[src/hdl/pidfd_div.sv]
// Bit-serial restoring divider: quotient = trunc(+/- num_mag * 2^FRAC / den).
module pidfd_div #(
    parameter int NUM_W = 33,
    parameter int FRAC  = 16
) (
    input  logic                        i_clk,
    input  logic                        i_rst_n,
    input  logic                        i_start,
    input  logic [NUM_W-1:0]            i_num_mag,
    input  logic                        i_neg,
    input  logic [FRAC:0]               i_den,
    output logic                        o_done,
    output logic signed [NUM_W+FRAC:0]  o_quot
);

    localparam int DEN_W = FRAC + 1;
    localparam int QW    = NUM_W + FRAC;
    localparam int CNT_W = $clog2(QW + 1);

    logic             r_busy;
    logic             r_done;
    logic [CNT_W-1:0] r_cnt;
    logic [QW-1:0]    r_dvd;
    logic [DEN_W-1:0] r_rem;
    logic [DEN_W-1:0] r_den;
    logic             r_neg;

    logic [DEN_W:0]   trial;
    logic [DEN_W:0]   trial_sub;
    logic             ge;

    assign trial     = {r_rem, r_dvd[QW-1]};
    assign ge        = (trial >= {1'b0, r_den});
    assign trial_sub = trial - {1'b0, r_den};

    always_ff @(posedge i_clk) begin
        if (!i_rst_n) begin
            r_busy <= 1'b0;
            r_done <= 1'b0;
            r_cnt  <= '0;
        end else begin
            r_done <= 1'b0;
            if (i_start) begin
                r_busy <= 1'b1;
                r_cnt  <= CNT_W'(QW);
            end else if (r_busy) begin
                r_cnt <= r_cnt - CNT_W'(1);
                if (r_cnt == CNT_W'(1)) begin
                    r_busy <= 1'b0;
                    r_done <= 1'b1;
                end
            end
        end
    end

    // Quotient bits shift in from the bottom as the dividend leaves the top.
    always_ff @(posedge i_clk) begin
        if (i_start) begin
            r_dvd <= {i_num_mag, {FRAC{1'b0}}};
            r_rem <= '0;
            r_den <= i_den;
            r_neg <= i_neg;
        end else if (r_busy) begin
            r_dvd <= {r_dvd[QW-2:0], ge};
            r_rem <= ge ? trial_sub[DEN_W-1:0] : trial[DEN_W-1:0];
        end
    end

    assign o_done = r_done;
    assign o_quot = r_neg ? -$signed({1'b0, r_dvd}) : $signed({1'b0, r_dvd});

endmodule

[config.mk]
export PLATFORM = sky130hd
export DESIGN_NAME = pidfd_div
export DESIGN_NICKNAME = d
export VERILOG_FILES = /design/src/hdl/pidfd_div.sv
export SDC_FILE = /design/constraint.sdc
export NUM_CORES = 1
export LEC_CHECK = 0
export ABC_CLOCK_PERIOD_IN_PS = 3450
export BUFFER_PORTS_ARGS = -buffer_cell sky130_fd_sc_hd__buf_2
export CAP_MARGIN = 40
export CORE_ASPECT_RATIO = 1.4
export CORE_MARGIN = 8
export CORE_UTILIZATION = 55
export CTS_BUF_LIST = sky130_fd_sc_hd__clkbuf_8 sky130_fd_sc_hd__clkbuf_16
export CTS_CLUSTER_SIZE = 20
export DETAILED_ROUTE_END_ITERATION = 12
export PLACE_DENSITY = 0.78
export SETUP_SLACK_MARGIN = 0.15
export SKIP_CTS_REPAIR_TIMING = 1
export SLEW_MARGIN = 25
export SYNTH_ARGS = -nofsm -noshare
export SYNTH_HDL_FRONTEND = slang
export SYNTH_SLANG_ARGS = --single-unit
[constraint.sdc]
create_clock -name i_clk -period 3.45 [get_ports i_clk]
set_clock_uncertainty 0.05 [all_clocks]
set_input_delay 0.5175 -clock i_clk [delete_from_list [all_inputs] [get_ports i_clk]]
set_output_delay 0.5175 -clock i_clk [all_outputs]
set_load 0.02 [all_outputs]
==> results.cfg, run 1 <==
[global_routing]
antenna_found_initial = 0
grt_pass1_vias = 4722
grt_pass1_wl_um = 22600
grt_max_degree = 61
grt_overflow = 0
grt_usage_pct = 20.7

[timing]
tns_ps = 0
maxSlewHeadroom_pct = 55.7
setup_viol = 0
fin_crit_ps = 3280
worst_pin_slew_ps = 664
max_freq_mhz = 304
drv_slew = 0
final-hold-violation-count = 0
hold_ws_ps = 301
worst_slack_ps = 165
fin_crit_sh_pct = 95.2
rsz0062_at_grt = yes

[logic_synthesis]
syn_nets = 639
synth_top_family_by_area = compound AO/OA/AOI/OAI gates
yosys.area_share.simple_pct = 14.6
synthFlopType = edfxtp_1
synth_compound_gate_area_share_pct = 20.4
ys_seq_area_share_pct = 42.8
yosysWarnings = 0
synthCells = 564
synthXorXnorAreaFrac_pct = 10.2
synthesis.area_sq_um = 5490
synth_edf_count = 51
synth.avg_cell_area_sq_um = 9.74
async_flop_share_pct = 0
muxShareOfSynthArea_pct = 2.92
netlist-cell-type-count = 63
ys_seq_elements = 92
synth_fa_ha_area_share_pct = 4.92

[setup_path]
cp.required_ps = 2880
critPathBufInv = 1
cp_slowest_stage_delay_ps = 580
cp-start-kind = register
ff2ff_setup_slack_ps = 510
path_cells = or4_4, nor4_4, nand2b_4, or3_4, o21ai_1, xnor2_1, buf_2
cp_max_fo = 8
path_class = register to output port
endpoint_kind = output port
reg2reg_depth = 11
cp_slowest_cell = or4_4
path_depth = 7
arrival_ps = 2720
critPathTopFamily = simple AND/OR/NAND/NOR gates

[routing]
drc = 0
vias_per_cell = 6.00
postRouteAntennaNets = 0
wire_per_inst_um = 17.5
dr_total_vias = 4809
dr.first_iter.drc_count = 236
wl_um = 14000
firstDrtPassIters = 5

[layout]
final_area_sq_um = 6550
fin_nets = 736
fillers = 797
insertedDiodeCount = 0
final_common_cell = buf_2
drive_above_1_share_pct = 23.7
layout_common_cells = buf_2 (103), xnor2_1 (54), edfxtp_1 (51), nand2_1 (48), nor2_1 (42)
syn_to_final_growth_pct = 19.2

[cts]
cts_max_level = 3
path_clk_slew_ps = 60
cts.sinks = 92
root_buffer = clkbuf_16
cts_buffers = 9
clock_latency_ps = 340
cts_tree = yes
cts_max_path_buffers = 2

[power_and_ir_drop]
power_uw = 2940
power_density_nw_per_um2 = 450
leakage_uw = 0.00269
max-vdd-ir-drop_v = 0.000246

[hold_path]
hp-class = input pin to register
hold_path_depth = 1

[place]
place_ws_ps = 496
gp_congestion = 0.894
place_area_sq_um = 6120
dp_hpwl_um = 10000
portBuffers = 104

[run_status]
status = finished clean

[floorplanning]
die_y_um = 134
die_w_um = 100
core_region_area_sq_um = 9790
die_area_sq_um = 13500
start_util_pct = 56.1
rows = 43
io_pins = 105

[flow_run]
maxCapViolCount = 0
[registers in the layout, summed over array words and instances (netlist names)]
register	count
o_done	1
r_busy	1
r_cnt	6
r_den	17
r_dvd	49
r_neg	1
r_rem	17
[logic make-up (layout without fill, tap and decap cells)]
family,count (synthesis),in the layout
AOI/OAI and AO/OA,150,150
DFF,92,92
xor gates and xnor gates,64,64
buffers and inverters,59,161
and+or+nand+nor,162,162
muxes,16,16
adders and majority gates,21,21
[layer usage]
layer	GRT usage, %	part of all wire (%)	vias up
met5	0	0	-
met3	5.24	8.5	41
met4	9.79	3.4	0
li1	-	-	2286
met1	23.3	39	2249
met2	35.5	50	233
[through the flow]
step	util, %	std cells
after floorplan	-	564
after global placement	62.5	779
after detailed placement	62.5	780
after CTS	65.7	796
after global routing	66.9	801
final	66.9	801
[power by group]
part           switching [uW]  total, uW  internal (uW)
Clock                     398       1020            626
Sequential               70.8       1310           1240
Combinational             365        612            247
Total                     835       2940           2110
[area by class of cell]
class                           count  area (sq um)  area share (%)
Multi-Input combinational cell    413          2990            45.6
Sequential cell                    92          2350            36.0
Timing Repair Buffer              118           628            9.59
Clock buffer                        9           225            3.44
Tap cell                          135           169            2.58
Inverter                           27           101            1.55
Clock inverter                      7          82.6            1.26
[final timing paths]
path                   from          to
setup / recovery  r_dvd[18]  o_quot[48]
setup reg to reg  r_dvd[48]    r_rem[5]
hold reg to reg    r_rem[6]    r_rem[6]
hold / removal        i_neg       r_neg
[worst register-to-register path, cell delays in order (launching register included)]
cell	delay (ps)
edfxtp_1	460
inv_1	90
ha_1	170
inv_1	60
fa_1	400
a21o_1	230
a221oi_2	300
o21ai_1	180
a221oi_1	260
buf_4	290
nand2_1	90
a311oi_1	270
[Yosys cell counts, drive strengths merged (2+ instances only)]
| cell | number | area [sq um] |
|---|---|---|
| and2 | 3 | 18.8 |
| nand3b | 2 | 15.0 |
| edfxtp | 51 | 1530 |
| or4 | 7 | 56.3 |
| a32oi | 5 | 43.8 |
| o21a | 3 | 22.5 |
| a221oi | 4 | 41.3 |
| nand4 | 3 | 18.8 |
| nand3 | 19 | 95.1 |
| o211ai | 3 | 22.5 |
| a21o | 6 | 45.0 |
| a31oi | 2 | 12.5 |
| and3 | 5 | 31.3 |
| mux2i | 16 | 160 |
| inv | 27 | 101 |
| o311ai | 2 | 17.5 |
| nor3 | 8 | 40.0 |
| clkbuf | 24 | 90.1 |
| nand2b | 6 | 40.0 |
| dfxtp | 41 | 821 |
| or3 | 7 | 48.8 |
| o31ai | 13 | 116 |
| xnor2 | 54 | 473 |
| ha | 20 | 250 |
| o21ai | 39 | 195 |
| nor2 | 43 | 161 |
| o41ai | 8 | 85.1 |
| xor2 | 10 | 87.6 |
| nor4 | 7 | 65.1 |
| a22o | 31 | 272 |
| a22oi | 2 | 15.0 |
| nand2 | 48 | 180 |
| a211oi | 4 | 30.0 |
| buf | 8 | 36.3 |
| a311oi | 4 | 35.0 |
| a21oi | 14 | 70.1 |
(Power assumes the default switching activity.)
==> run 2: changes to the inputs <==
Settings changed: CTS_BUF_LIST sky130_fd_sc_hd__clkbuf_8 sky130_fd_sc_hd__clkbuf_16 to sky130_fd_sc_hd__clkbuf_2 sky130_fd_sc_hd__clkbuf_4 sky130_fd_sc_hd__clkbuf_8.
==> run 2 against run 1 <==
- setup slack worse by 2.4 ps
- flip-flop and latch count did not move
- via count down 0.91%
- sequential share of layout area rose by 0.41 points
- die area unchanged
- routed wire length is 0.88% lower
- clock power down 23%
- core utilization shrank 0.69 points
- largest cell class unchanged
- largest power group unchanged
==> results.cfg, run 2 (same netlist as run 1, synthesis figures left out) <==
[run_status]
status = finished clean

[place]
dp_cells = 780
place_ws_ps = 496
portBuffers = 104
dp_hpwl_um = 10000
gp_congestion = 0.894

[layout]
layout_common_cells = buf_2 (101), xnor2_1 (54), edfxtp_1 (51), nand2_1 (48), nor2_1 (42)
regArea_sq_um = 2360
drive_above_1_share_pct = 24.2
final_common_cell = buf_2
syn_to_final_growth_pct = 18.0
fin_nets = 739
multi_input_area_sq_um = 2990
insertedDiodeCount = 0
largest_reg_flops = 49
largestRegisters = r_dvd x49, r_den x17, r_rem x17
layout.cells.non_filler = 804
fillers = 801
top_register = r_dvd

[floorplanning]
rows = 43
die_w_um = 100
start_util_pct = 56.1
die_y_um = 134
io_pins = 105
die_area_sq_um = 13500
core_region_area_sq_um = 9790

[timing]
worst_pin_slew_ps = 681
final-hold-violation-count = 0
worst_slack_ps = 163
max_freq_mhz = 304
rsz0062_at_grt = yes
maxSlewHeadroom_pct = 54.6
fin_crit_ps = 3290
tns_ps = 0
setup_viol = 0
fin_crit_sh_pct = 95.3
drv_slew = 0

[routing]
drc = 0
wl_um = 13900
postRouteAntennaNets = 0
firstDrtPassIters = 5
dr_total_vias = 4765
dr.first_iter.drc_count = 259
vias_per_cell = 5.93
wire_per_inst_um = 17.3

[cts]
cts_buffers = 9
clock_latency_ps = 360
path_clk_slew_ps = 90
cts_tree = yes
cts_max_level = 3
root_buffer = clkbuf_8
cts.sinks = 92
cts_max_path_buffers = 2

[global_routing]
grt_overflow = 0
grt_pass1_vias = 4667
antenna_found_initial = 0
grt_max_degree = 61
grt_pass1_wl_um = 22300
grt_usage_pct = 20.3

[setup_path]
cp_slowest_stage_delay_ps = 570
cp_max_fo = 8
arrival_ps = 2720
path_class = register to output port
endpoint_kind = output port
r2r_start = r_dvd[48]
path_cells = or4_4, nor4_4, nand2b_4, or3_4, o21ai_1, xnor2_1, buf_4
cp.required_ps = 2880
cp_slowest_cell = or4_4
worstSetupStartpoint = r_dvd[18]
cp-start-kind = register

[power_and_ir_drop]
max-vdd-ir-drop_v = 0.000258
power_density_nw_per_um2 = 418
leakage_uw = 0.00266
power_uw = 2710

[hold_path]
worstHoldStart = i_den[11]
hp-class = input pin to register

[flow_run]
maxCapViolCount = 0
## run 2: cell types whose count changed in the layout (fill, tap and decap cells not counted)
cell,delta
clkbuf_16,-9
clkbuf_8,+9
buf_4,+5
buf_2,-2
clkbuf_4,+1
dfxtp_2,-1
dfxtp_4,+1
inv_1,-1
## run 2: path summary, 6_finish.rpt
kind	endpoint	slack [ps]	depth (start not counted)
hold / removal	r_den[11]	270	1
hold reg to reg	r_rem[6]	460	2
setup / recovery	o_quot[48]	160	7
setup reg to reg	r_rem[12]	510	10
## run 2: critical path, delay by kind of cell (launching register included)
kind,cells,cell delay [ps]
AO/OA/AOI/OAI,1,190
buffers and inverters,1,190
flip-flops,1,450
AND/OR/NAND/NOR,4,1340
XOR/XNOR,1,180
## run 2: metal layers
layer | global-route usage [%] | wire length (um) | vias up
li1 | - | - | 2287
met1 | 23.2 | 5450 | 2237
met2 | 34.9 | 6980 | 205
met3 | 4.41 | 1060 | 36
met4 | 9.54 | 416 | 0
met5 | 0 | 0 | -
## run 2: layout make-up
class	count	share of cell area, %
clock buffers	10	2.03
well taps	135	2.61
inverters	27	1.56
flip-flops and latches	92	36.4
repair buffers	121	10.1
multi-input cells	413	46.1
clock inverters	6	1.22
## run 2: through the flow
stage	cell area (sq um)	hold slack, ps	utilization, %
floorplan	5490	400	-
global placement	6120	426	62.5
global route	6480	254	66.2
detailed placement	6120	442	62.5
CTS	6330	261	64.7
finish	6480	274	66.2
## run 2: report_power, final
| group | switching [uW] | total (uW) | internal, uW |
|---|---|---|---|
| clock | 372 | 783 | 410 |
| combinational | 367 | 620 | 253 |
| sequential | 70.2 | 1300 | 1230 |
| total | 810 | 2710 | 1900 |
==> run 3: changes to the inputs <==
Settings changed: ABC_AREA set to 1, CORE_UTILIZATION 55 to 59, PLACE_DENSITY 0.78 to 0.82.
==> run 3 against run 2 <==
- register-to-register slack gained 530 ps
- power shrank 0.62%
- critical endpoint is now o_quot[45]
- critical path depth grew 3
- core utilization grew 1.4 points
- combinational power shrank 3%
- sequential share of layout area shrank 3.9 points
- cell area grew 12%
- clock power grew 3.3%
- first-iteration DRC count grew 44%
==> results.cfg, run 3 <==
[floorplanning]
io_pins = 105
rows = 45
die_area_sq_um = 14500
core_region_area_sq_um = 10700
die_y_um = 139
start_util_pct = 59.7
die_w_um = 104

[place]
portBuffers = 104
gp_congestion = 0.987
dp_hpwl_um = 14400
place_area_sq_um = 7020

[global_routing]
grt_max_degree = 54
grt_pass1_wl_um = 30700
antenna_found_initial = 0
grt_pass1_vias = 6515
grt_usage_pct = 26.0
grt_overflow = 0

[layout]
top_register = r_dvd
syn_to_final_growth_pct = 13.2
largest_reg_flops = 49
fillers = 1028
final_area_sq_um = 7230
layout_common_cells = nand2_1 (291), inv_1 (133), buf_2 (104), nor2_1 (95), nand3_1 (66)
final_common_cell = nand2_1
largestRegisters = r_dvd x49, r_den x17, r_rem x17
drive_above_1_share_pct = 14.5
insertedDiodeCount = 0
fin_nets = 1099

[hold_path]
hp-class = input pin to register

[timing]
maxSlewHeadroom_pct = 58.7
setup_viol = 0
worst_pin_slew_ps = 620
max_freq_mhz = 341
rsz0062_at_grt = no
drv_slew = 0
fin_crit_ps = 2930
tns_ps = 0
final-hold-violation-count = 0
fin_crit_sh_pct = 85.0

[power_and_ir_drop]
power_density_nw_per_um2 = 372
leakage_uw = 0.00374
power_uw = 2690
max-vdd-ir-drop_v = 0.000266

[cts]
cts_max_path_buffers = 2
clock_latency_ps = 370
root_buffer = clkbuf_8
cts_max_level = 3
path_clk_slew_ps = 100
cts_tree = yes
cts_buffers = 9
cts.sinks = 92

[setup_path]
path_class = register to output port
cp.required_ps = 2880
endpoint_kind = output port
cp-start-kind = register
arrival_ps = 2370
cp_max_fo = 6

[routing]
wl_um = 18900
postRouteAntennaNets = 0
dr_total_vias = 6371
dr.first_iter.drc_count = 374
wire_per_inst_um = 16.1
vias_per_cell = 5.45
drc = 0
firstDrtPassIters = 4

[logic_synthesis]
synthFlopType = edfxtp_1
synthCells = 927
synthTopCellsByArea = edfxtp_1 (24%), nand2_1 (17%), dfxtp_1 (13%)
yosysWarnings = 0
netlist-cell-type-count = 40
synth_top_area_cell = edfxtp_1
synth_commonest_cells = nand2_1 (291), inv_1 (133), nor2_1 (95)
post-synth-top-count-cell = nand2_1
ys_seq_area_share_pct = 36.8
syn_nets = 1002
synth_top_area_share_pct = 24.0
synth_edf_count = 51
async_flop_share_pct = 0
synthesis.area_sq_um = 6390
ys_seq_elements = 92
synth.avg_cell_area_sq_um = 6.89

[run_status]
status = finished clean

[flow_run]
maxCapViolCount = 0
==> run 3: cell types whose count changed in the layout (fill, tap and decap cells not counted), sizes merged, moves of 10 or more <==
cell    previous run  this run
nand2             48       296
inv               27       139
nor2              43       101
nand3             19        70
xnor2             54         8
a22o              31         0
xor2              10        37
o21ai             39        57
mux2i             16         0
nand4              3        18
o22ai              0        15
nand3b             2        16
buf              121       111
o31ai             13         3
==> run 3: logic make-up after synthesis <==
group / Yosys count / synth area share (%)
flops: 92 / 36.8
xor+xnor: 45 / 6.17
simple gates: 514 / 34.7
compound gates: 94 / 8.14
buf+inv: 161 / 9.93
fa+ha+maj: 21 / 4.23
==> run 3: routing by layer <==
| metal | GRT usage [%] | routed length, um | share of wire [%] |
|---|---|---|---|
| met3 | 5.02 | 738 | 3.9 |
| met4 | 16.3 | 1050 | 5.5 |
| met5 | 0 | 0 | 0 |
| met2 | 49.0 | 10100 | 53 |
| met1 | 25.1 | 7040 | 37 |
==> run 3: worst paths after layout <==
check,startpoint,to,slack [ps],cells after the start
worst min-delay path,i_neg,r_neg,260,1
worst max-delay path,r_dvd[40],o_quot[45],520,10
worst min register to register,r_rem[4],r_rem[4],430,2
worst max register to register,r_dvd[48],r_rem[14],1040,12
==> run 3: metrics by stage <==
stage               utilization, %  instances  hold slack (ps)  setup WS [ps]
floorplan                        -        927              376            984
global placement              65.6       1154              389            947
detailed placement            65.6       1154              408            947
CTS                           67.6       1170              255            537
global route                  67.6       1170              236            356
finish                        67.6       1170              263            517
==> run 3: layout make-up <==
type | instances | area (sq um) | share of cell area, %
Clock buffer | 10 | 138 | 1.90
Timing Repair Buffer | 111 | 573 | 7.92
Tap cell | 141 | 176 | 2.44
Sequential cell | 92 | 2350 | 32.5
Multi-Input combinational cell | 674 | 3400 | 47.1
Clock inverter | 6 | 78.8 | 1.09
Inverter | 136 | 510 | 7.06
==> run 3: worst max-delay path: stages (launching register included) <==
cell and delay [ps]:
edfxtp_1 420, inv_1 210, nand2_1 140, nor3_1 270
nand2_1 110, nor2_1 190, nand2_1 90, nand2_1 60
nand3_1 90, xor2_1 210, buf_2 200
==> run 3: power breakdown <==
| part | internal (uW) | switching [uW] |
|---|---|---|
| clock | 372 | 437 |
| combinational | 188 | 414 |
| sequential | 1230 | 47.9 |
